`config.mk`:
```
export PLATFORM = sky130hd
export DESIGN_NAME = event_counters_latency_histogram
export DESIGN_NICKNAME = d
export VERILOG_FILES = /design/src/rtl/elh_pkg.sv /design/src/rtl/elh_bucket.sv /design/src/rtl/elh_cell.sv /design/src/rtl/event_counters_latency_histogram.sv
export SDC_FILE = /design/constraint.sdc
export NUM_CORES = 2
export LEC_CHECK = 0
export BUFFER_PORTS_ARGS = -buffer_cell sky130_fd_sc_hd__buf_2
export CAP_MARGIN = 10
export CORE_MARGIN = 1.5
export CORE_UTILIZATION = 60
export DETAILED_ROUTE_END_ITERATION = 8
export GPL_TIMING_DRIVEN = 0
export PLACE_DENSITY = 0.76
export SYNTH_ARGS = -nofsm -noshare
export SYNTH_HDL_FRONTEND = slang
export SYNTH_SLANG_ARGS = --single-unit
```
`constraint.sdc`:
```
create_clock -name clk_i -period 6 [get_ports clk_i]
set_input_delay 0.6 -clock clk_i [delete_from_list [all_inputs] [get_ports clk_i]]
set_output_delay 0.6 -clock clk_i [all_outputs]
set_load 0.02 [all_outputs]
```
`src/rtl/elh_pkg.sv`:
```
// ----------------------------------------------------------------------------
// elh_pkg: shared types and constants for the event counter histogram
// Event kind codes, payload structs for both channels and cell control.
// ----------------------------------------------------------------------------
`default_nettype none

package elh_pkg;

  // Number of log2 latency buckets
  localparam int unsigned HIST_BUCKETS = 16;
  // Fixed counters ahead of the buckets: blocked, forwarded, timeouts, sum
  localparam int unsigned FIXED_SLOTS = 4;
  // Largest latency bit length that maps to the lowest bucket
  localparam int unsigned BUCKET_OFFSET = 7;
  localparam int unsigned CNT_W = 32;
  localparam int unsigned SLOT_W = 5;
  localparam int unsigned KIND_W = 2;

  // Event kinds
  localparam logic [KIND_W-1:0] KIND_BLOCKED   = 2'd0;
  localparam logic [KIND_W-1:0] KIND_TIMEOUT   = 2'd1;
  localparam logic [KIND_W-1:0] KIND_FORWARDED = 2'd2;
  localparam logic [KIND_W-1:0] KIND_SNAPSHOT  = 2'd3;

  // Fixed slot indexes
  localparam int unsigned SLOT_BLOCKED   = 0;
  localparam int unsigned SLOT_FORWARDED = 1;
  localparam int unsigned SLOT_TIMEOUT   = 2;
  localparam int unsigned SLOT_LAT_SUM   = 3;

  // Input beat
  typedef struct packed {
    logic [KIND_W-1:0] kind;
    logic [CNT_W-1:0]  lat_usec;
  } in_t;

  // Output beat
  typedef struct packed {
    logic [SLOT_W-1:0] slot;
    logic [CNT_W-1:0]  delta;
    logic              last;
  } out_t;

  // Control shared by every cell of the chain
  typedef struct packed {
    logic snap;   // capture count into the shift stage, restart count
    logic shift;  // move the shift stage one cell toward the head
  } cell_ctrl_t;

endpackage

`default_nettype wire

```
`src/rtl/elh_bucket.sv`:
```
// ----------------------------------------------------------------------------
// elh_bucket: log2 latency bucket index
// Bit length of the latency (bit 0 forced set), minus the offset, clamped.
// ----------------------------------------------------------------------------
`default_nettype none

module elh_bucket
  import elh_pkg::*;
#(
  parameter int unsigned HistBuckets = HIST_BUCKETS,
  localparam int unsigned IdxW = $clog2(HistBuckets)
) (
  input  wire logic [CNT_W-1:0] latency_i,
  output logic      [IdxW-1:0]  bucket_o
);

  localparam int unsigned LenW = $clog2(CNT_W + 1);

  logic [CNT_W-1:0] lat_or1;
  logic [LenW-1:0]  len;
  logic [LenW-1:0]  len_off;

  assign lat_or1 = latency_i | CNT_W'(1);

  // Priority encode the highest set bit
  always_comb begin
    len = '0;
    for (int i = 0; i < CNT_W; i++) begin
      if (lat_or1[i]) begin
        len = LenW'(i + 1);
      end
    end
  end

  // Offset and clamp into the bucket range
  assign len_off = len - LenW'(BUCKET_OFFSET);

  always_comb begin
    if (len <= LenW'(BUCKET_OFFSET)) begin
      bucket_o = '0;
    end else if (len_off > LenW'(HistBuckets - 1)) begin
      bucket_o = IdxW'(HistBuckets - 1);
    end else begin
      bucket_o = len_off[IdxW-1:0];
    end
  end

endmodule

`default_nettype wire

```
`src/rtl/elh_cell.sv`:
```
// ----------------------------------------------------------------------------
// elh_cell: one counter cell of the snapshot chain
// Counts since the last snapshot; on a snapshot the count moves into a shift
// stage that drains toward the head of the chain one cell per beat.
// ----------------------------------------------------------------------------
`default_nettype none

module elh_cell
  import elh_pkg::*;
(
  input  wire logic             clk_i,
  input  wire logic             rst_ni,
  input  wire cell_ctrl_t       ctrl_i,
  input  wire logic             inc_en_i,
  input  wire logic [CNT_W-1:0] inc_val_i,
  input  wire logic [CNT_W-1:0] shift_i,
  output logic      [CNT_W-1:0] shift_o
);

  logic [CNT_W-1:0] acc_q, acc_d;
  logic [CNT_W-1:0] shreg_q, shreg_d;

  // Running count since last snapshot, wraps mod 2^32
  always_comb begin
    acc_d = acc_q;
    if (ctrl_i.snap) begin
      acc_d = '0;
    end else if (inc_en_i) begin
      acc_d = acc_q + inc_val_i;
    end
  end

  // Shift stage: capture on snapshot, move on each output beat
  always_comb begin
    shreg_d = shreg_q;
    if (ctrl_i.snap) begin
      shreg_d = acc_q;
    end else if (ctrl_i.shift) begin
      shreg_d = shift_i;
    end
  end

  always_ff @(posedge clk_i or negedge rst_ni) begin
    if (!rst_ni) begin
      acc_q   <= '0;
      shreg_q <= '0;
    end else begin
      acc_q   <= acc_d;
      shreg_q <= shreg_d;
    end
  end

  assign shift_o = shreg_q;

endmodule

`default_nettype wire

```
`src/rtl/event_counters_latency_histogram.sv`:
```
// Run: the first delta beat is offered in the cycle after the snapshot beat
//   is accepted; 4 + HistBuckets beats follow, one per cycle unless stalled.
// Throughput: counting events are taken one per cycle, also during a run; a
//   snapshot waits while the previous run drains through the cell chain.
// Reset: asynchronous, clears every counter and the snapshot baseline at once.
// ----------------------------------------------------------------------------
// event_counters_latency_histogram: event counters with log2 latency histogram
// A chain of counter cells; a snapshot drains per-counter deltas as beats.
// ----------------------------------------------------------------------------
`default_nettype none

module event_counters_latency_histogram
  import elh_pkg::*;
#(
  parameter int unsigned HistBuckets = HIST_BUCKETS
) (
  input  wire logic clk_i,
  input  wire logic rst_ni,
  input  wire logic in_valid_i,
  output logic      in_stall_o,
  input  wire in_t  in_data_i,
  output logic      out_valid_o,
  input  wire logic out_stall_i,
  output out_t      out_data_o
);

  localparam int unsigned NumSlots = FIXED_SLOTS + HistBuckets;
  localparam int unsigned IdxW = $clog2(HistBuckets);

  logic             in_acc;
  logic             out_acc;
  logic             is_snap;
  logic             is_fwd;
  logic [IdxW-1:0]  bucket;
  cell_ctrl_t       ctrl;
  logic             busy_q;
  logic [SLOT_W-1:0] slot_q;
  logic             last_beat;

  logic [NumSlots-1:0]            inc_en;
  logic [NumSlots-1:0][CNT_W-1:0] inc_val;
  logic [NumSlots:0][CNT_W-1:0]   chain;

  // Handshakes: a second snapshot waits for the running drain
  assign is_snap    = in_data_i.kind == KIND_SNAPSHOT;
  assign is_fwd     = in_data_i.kind == KIND_FORWARDED;
  assign in_stall_o = busy_q && is_snap;
  assign in_acc     = in_valid_i && !in_stall_o;
  assign out_acc    = out_valid_o && !out_stall_i;
  assign last_beat  = slot_q == SLOT_W'(NumSlots - 1);

  assign ctrl.snap  = in_acc && is_snap;
  assign ctrl.shift = out_acc;

  elh_bucket #(
    .HistBuckets(HistBuckets)
  ) u_bucket (
    .latency_i(in_data_i.lat_usec),
    .bucket_o (bucket)
  );

  // Per-cell increment selects
  always_comb begin
    inc_en  = '0;
    inc_val = '0;
    for (int i = 0; i < NumSlots; i++) begin
      inc_val[i] = CNT_W'(1);
    end
    inc_en[SLOT_BLOCKED]   = in_acc && (in_data_i.kind == KIND_BLOCKED);
    inc_en[SLOT_TIMEOUT]   = in_acc && (in_data_i.kind == KIND_TIMEOUT);
    inc_en[SLOT_FORWARDED] = in_acc && is_fwd;
    inc_en[SLOT_LAT_SUM]   = in_acc && is_fwd;
    inc_val[SLOT_LAT_SUM]  = in_data_i.lat_usec;
    for (int b = 0; b < HistBuckets; b++) begin
      inc_en[FIXED_SLOTS + b] = in_acc && is_fwd && (bucket == IdxW'(b));
    end
  end

  // Cell chain, draining toward cell 0
  assign chain[NumSlots] = '0;

  for (genvar g = 0; g < NumSlots; g++) begin : g_cell
    elh_cell u_cell (
      .clk_i    (clk_i),
      .rst_ni   (rst_ni),
      .ctrl_i   (ctrl),
      .inc_en_i (inc_en[g]),
      .inc_val_i(inc_val[g]),
      .shift_i  (chain[g+1]),
      .shift_o  (chain[g])
    );
  end

  // Drain run control
  always_ff @(posedge clk_i or negedge rst_ni) begin
    if (!rst_ni) begin
      busy_q <= 1'b0;
      slot_q <= '0;
    end else if (ctrl.snap) begin
      busy_q <= 1'b1;
      slot_q <= '0;
    end else if (out_acc) begin
      if (last_beat) begin
        busy_q <= 1'b0;
      end
      slot_q <= slot_q + SLOT_W'(1);
    end
  end

  assign out_valid_o      = busy_q;
  assign out_data_o.slot  = slot_q;
  assign out_data_o.delta = chain[0];
  assign out_data_o.last  = last_beat;

  // Checks
  a_slot_range : assert property (@(posedge clk_i) disable iff (!rst_ni)
    out_valid_o |-> slot_q <= SLOT_W'(NumSlots - 1))
    else $error("slot beyond last counter");

  a_run_start : assert property (@(posedge clk_i) disable iff (!rst_ni)
    ctrl.snap |=> out_valid_o && slot_q == '0)
    else $error("snapshot run did not start at slot 0");

  a_run_end : assert property (@(posedge clk_i) disable iff (!rst_ni)
    out_acc && out_data_o.last |=> !out_valid_o)
    else $error("run continued past last beat");

  a_stall_busy : assert property (@(posedge clk_i) disable iff (!rst_ni)
    in_stall_o |-> out_valid_o)
    else $error("input stalled with no run draining");

endmodule

`default_nettype wire
```
Word-level counts from Yosys, hierarchy flattened
Cells that the tools add are included.
- flip-flop bits (word level): 1286
- bits of input ports: 38
- output and inout port bits: 40
- logic and storage cells: 252
- $add $sub $neg: 22
- magnitude comparators: 2
- equality and inequality tests: 19
- muxes and demuxes: 118
- reduce and logical (&&, ||, !) cells: 49
- operators with widths (cell ; number):
    $mux 32 ; 80
    $add 32x1->32 const B ; 19
    $mux 6 ; 30
    $reduce_bool 2->1 ; 21
    $add 32x32->32 ; 1
    $eq 4x4->1 const B ; 8
    $logic_and 1x1->1 ; 23
    $eq 4x3->1 const B ; 4
    $mux 5 ; 2
    $eq 4x2->1 const B ; 2
    $mux 4 ; 2
    $gt 6x4->1 const B ; 1
    $le 6x3->1 const B ; 1
    $sub 6x3->6 const B ; 1
    $add 5x1->5 const B ; 1
    $eq 5x5->1 const B ; 1
    $eq 2x2->1 const B ; 2
    $eq 4x1->1 const B ; 1
    $logic_not 4->1 ; 1
    $mux 1 ; 3
    $eq 2x1->1 const B ; 1
    $logic_not 1->1 ; 2
    $logic_not 2->1 ; 1
    $mux 2 ; 1
    $reduce_and 2->1 ; 1

Longest topological paths before layout
- word-level depth: 39
- depth in mapped cells: 19
- gate-level depth less buffers: 15

Modules after synthesis
Synthesis repeated with hierarchy kept, for this count alone.
- cell total of the unflattened synthesis: 9955
- area, all modules: 90420.5 um^2
- by module, submodules not included (module ; times used ; cells each ; area each (um^2) ; sequential area each (um^2)):
    elh_cell (g_cell[16].u_cell ...) ; 7 ; 493 ; 4486.8 ; 1601.5
    elh_cell (g_cell[0].u_cell ...) ; 7 ; 494 ; 4484.3 ; 1601.5
    elh_cell (g_cell[3].u_cell ...) ; 6 ; 485 ; 4441.8 ; 1601.5
    elh_bucket ; 1 ; 77 ; 505.5 ; 0.0
    event_counters_latency_histogram ; 1 ; 59 ; 466.7 ; 150.1

Least setup slack after synthesis
Ideal clock, no wire load.
- kind: input-to-reg
- from: input port in_data_i[3] in the netlist's numbering
- to: register g_cell[19].u_cell.acc_q[30]
- setup time: 0.066 ns
- arrival: 4.409 ns
- required time: 5.934 ns
- setup slack: 1.525 ns
- cell stages on the path: 16
- buffers on the path: 3
- cells stage by stage: nor2_1 > a221oi_1 > o31a_1 > o311ai_1 > a21oi_1 > inv_1 > clkbuf_1 > ha_1 > clkbuf_1 > a311oi_2 > a221oi_1 > o21ai_1 > or4_1 > buf_2 > or4_1 > nand2_1
- cells in the longest elaborated chain, start to end: 36
- elaborated cells between the ends (all ways): 37
- RTL lines (element ; line ; RTL):
    start, declared ; event_counters_latency_histogram.sv:21 ; input wire in_t in_data_i,
    $mux 6 * (29 in a row) ; elh_bucket.sv:29 ; if (lat_or1[i]) begin
    $sub 6x3->6 ; elh_bucket.sv:36 ; assign len_off = len - LenW'(BUCKET_OFFSET);
    $gt 6x4->1 ; elh_bucket.sv:41 ; end else if (len_off > LenW'(HistBuckets - 1)) begin
    $mux 4 ; elh_bucket.sv:41 ;
    $mux 4 * ; elh_bucket.sv:39 ; if (len <= LenW'(BUCKET_OFFSET)) begin
    $eq 4x4->1 * ; event_counters_latency_histogram.sv:75 ; inc_en[FIXED_SLOTS + b] = in_acc && is_fwd && (bucket == IdxW'(b));
    $logic_and 1x1->1 * ; event_counters_latency_histogram.sv:75 ;
    $reduce_bool 2->1 (no line) * ; - ;
    end signal, assigned ; elh_cell.sv:45 ; acc_q <= '0;
    end signal, assigned ; elh_cell.sv:48 ; acc_q <= acc_d;
    end, declared ; elh_cell.sv:20 ; logic [CNT_W-1:0] acc_q, acc_d;
Mark *: on every way between the ends. The rest lies on a longest branch, timed or not.
A chain may end at the register's enable or synchronous reset.

Worst setup path after layout
- from: input port in_data_i[24] in the netlist's numbering
- to: register g_cell[16].u_cell.acc_q[25]
- cells in the longest elaborated chain, start to end: 15
- elaborated cells between the ends (all ways): 16
- RTL lines (element ; line):
    $mux 6 * (8 in a row) ; elh_bucket.sv:29
    $sub 6x3->6 ; elh_bucket.sv:36
    $gt 6x4->1 ; elh_bucket.sv:41
    $mux 4 ; elh_bucket.sv:41
    $mux 4 * ; elh_bucket.sv:39
    $eq 4x4->1 * ; event_counters_latency_histogram.sv:75
    $logic_and 1x1->1 * ; event_counters_latency_histogram.sv:75
    $reduce_bool 2->1 (no line) * ; -
    end signal, assigned ; elh_cell.sv:45
    end signal, assigned ; elh_cell.sv:48
    end, declared ; elh_cell.sv:20
Marks and branches as above.

==> out/qor.yml <==
synthFlopType: "dfrtp_1"
drtPass1Iterations: 9
arrival_ns: 6.32
wl_met2_mm: 93.3
die_width_um: 328
final_nets: 7749
start_util_pct: 60.4
drt_iter0_drc: 7323
cts_tree: "built"
post-place-ws_ns: -0.728
reg2reg_to: "g_cell[14].u_cell.acc_q[8]"
slowest_stage: "nor4_1"
grt_pass1_wl_mm: 322
start_kind: "input port"
synth-edff-count: 0
clock-sinks: 1286
ir_worst_vdd_mv: 0.333
placed_area_um2: 65800
grt_overflow: 0
outcome: "finished, final reports clean"
drc: 0
final.setup.tns_ns: 0
instances_no_fill: 9145
reg2reg_from: "out_valid_o"
die_area_um2: 108000
cts_max_path_buffers: 3
routed.top_layer: "met5"
post-route-worst-setup-slack_ns: 0.288
clk-insertion-delay-late_ns: 0.77
layout_commonest_cell: "nand2_1"
route.met3.wl_mm: 20.9
final_cell_mix: "nand2_1 (1677), dfrtp_1 (1286), nor2_1 (941)"
final_area_um2: 70400
crit_type: "in -> reg"
drv_cap: 0
worst_pin_slew_ns: 1.38
wl_per_cell_um: 23.1
place_congestion: 1.01
htree_levels: 4
drtAntennaViolNets: 0
hpwl_mm: 154
synth.distinct_cells: 88
cts_buffers: 142
cp_max_fo: 10
hp-class: "in -> reg"
synthArstFlopShare_pct: 100
num_rows: 119
synth-seq-area-share_pct: 50.8
drive_gt1_share_pct: 5.11
num_vias: 58500
reg2regPathDepth: 8
netlist_instances: 7419
period_needed_ns: 5.71
drt-total-wl_mm: 211
viasPerCell: 6.40
end_kind: "flop"
io_pins: 78
finalCritPeriodShare_pct: 95.2
rsz0062_at_grt: "no"
post_cts_buffers: 0
synth_nets: 7510
placed_cells: 8899
netlist_area_um2: 63400
cp_data_required_time_ns: 6.60
root_buffer: "clkbuf_16"
cp-endpoint: "g_cell[16].u_cell.acc_q[25]"
r2r_setup_slack_ns: 1.25
postSynthAreaPerCell_um2: 8.54
crit_top_cell: "clkbuf_1"
antenna_found_initial: 5
grt_usage_pct: 39.0
worstPathCellList: "buf_2, inv_1, a21oi_1, nor2_1, nor4_1, a21oi_2, inv_1, clkbuf_1, ha_1, clkbuf_1, o311ai_0, o32a_1, or2_1, o31ai_4, buf_2, nand4_1, clkbuf_1, o31ai_1, a21oi_1"
max-slew-margin-rel_pct: 8.20
cpPeakStageDelay_ns: 0.63
core_area_um2: 105000
grt_max_degree: 168
die_y_um: 328
power_uw: 26100
grt_pass1_vias: 54800
p_per_area_nw_per_um2: 371
fmax_mhz: 175
leakage_uw: 0.0319
clk_pin_slew_ns: 0.06
final_hold_viol_count: 0
cp-startpoint: "in_data_i[24]"
synthToLayoutAreaGrowth_pct: 11.1
final.setup_skew_ns: 0.0252
yosysWarnings: 0
slew_viol_final: 0
wl_met1_mm: 83.3
numPortBuffers: 77
ys_ff_latch: 1286
setup_violations: 0
[worst min-delay path by stage]
stage                                          endpoint  slack (ns)  depth (start not counted)                   startpoint
after global placement    g_cell[19].u_cell.shift_o[31]        0.48                          2  g_cell[19].u_cell.acc_q[31]
after global routing                        out_valid_o        0.15                          3                  out_stall_i
after CTS                                   out_valid_o        0.11                          3                  out_stall_i
after floorplan               g_cell[0].u_cell.acc_q[0]        0.30                          0                       rst_ni
final                                       out_valid_o        0.12                          3                  out_stall_i
after detailed placement  g_cell[19].u_cell.shift_o[31]        0.47                          2  g_cell[19].u_cell.acc_q[31]
[through the flow]
stage	util (%)	hold slack, ns
2_1_floorplan	-	0.304
6_report	67.1	0.118
5_1_grt	67.1	0.153
3_5_place_dp	62.7	0.471
4_1_cts	67.0	0.105
3_3_place_gp	62.4	0.475
[Yosys cell counts, drive strengths merged (6+ instances only)]
cell type / n / area, µm²
a211oi: 14 / 128
a21o: 17 / 128
a21oi: 287 / 1440
a22o: 7 / 61.3
a31o: 9 / 78.8
a31oi: 617 / 3860
and2: 46 / 288
and3: 112 / 701
and4: 32 / 280
buf: 58 / 365
clkbuf: 439 / 1650
dfrtp: 1286 / 32200
ha: 52 / 651
inv: 116 / 435
mux2i: 54 / 541
nand2: 1677 / 6290
nand2b: 55 / 352
nand3: 281 / 1420
nand4: 173 / 1090
nor2: 943 / 3550
nor2b: 8 / 50.1
nor3: 73 / 365
nor4: 67 / 450
o211ai: 28 / 210
o21a: 14 / 105
o21ai: 284 / 1420
o21bai: 6 / 45.0
o311ai: 10 / 87.6
o31ai: 76 / 576
o41ai: 9 / 78.8
or2: 15 / 93.8
or3: 184 / 1150
or4: 76 / 582
xnor2: 100 / 876
xor2: 135 / 1180
[repair_timing]
item	CTS	global route
hold buffers	1	0
hold endpoints to repair	137	0
setup endpoints to repair	0	100
gates resized for setup	0	5
[where the power goes]
part           switching [µW]  leakage [µW]  internal, µW  total [µW]
clock network            3600       0.00222          5010        8620
registers                1650        0.0174         10500       12200
logic                    3350        0.0123          1950        5300
[logic make-up after synthesis]
family / after synthesis / share of synthesized area [%]
AOI/OAI and AO/OA: 1418 / 13.6
xor gates and xnor gates: 235 / 3.25
adders and majority gates: 53 / 1.06
buffers and inverters: 613 / 3.87
DFF: 1286 / 50.8
muxes: 55 / 0.871
and+or+nand+nor: 3759 / 26.5
[registers in the layout, summed over array words and instances, names as in the netlist]
| name | count |
|---|---|
| out_valid_o | 1 |
| g_cell.u_cell.shift_o | 640 |
| g_cell.u_cell.acc_q | 640 |
| slot_q | 5 |
[area by class of cell]
type	instances	area, µm²
Inverter	116	435
Buffer	497	2020
Clock inverter	32	334
Antenna cell	3	7.51
Tap cell	1391	1740
Sequential cell	1286	32200
Clock buffer	205	4170
Fill cell	8472	34600
Timing Repair Buffer	95	752
Multi-Input combinational cell	5520	28800
[per-layer routing]
layer  vias up  GRT usage, %
met3       634          8.16
met4         4          23.4
met1     28500          52.6
met5         -             0
met2      3077          58.4
li1      26300             -
[worst max-delay path, delay by kind of cell]
family | cells | cell delay (ns)
buffers and inverters | 7 | 2.04
adders and majority gates | 1 | 0.30
AOI/OAI and AO/OA | 7 | 1.88
and+or+nand+nor | 4 | 1.45
(Power assumes the default switching activity.)
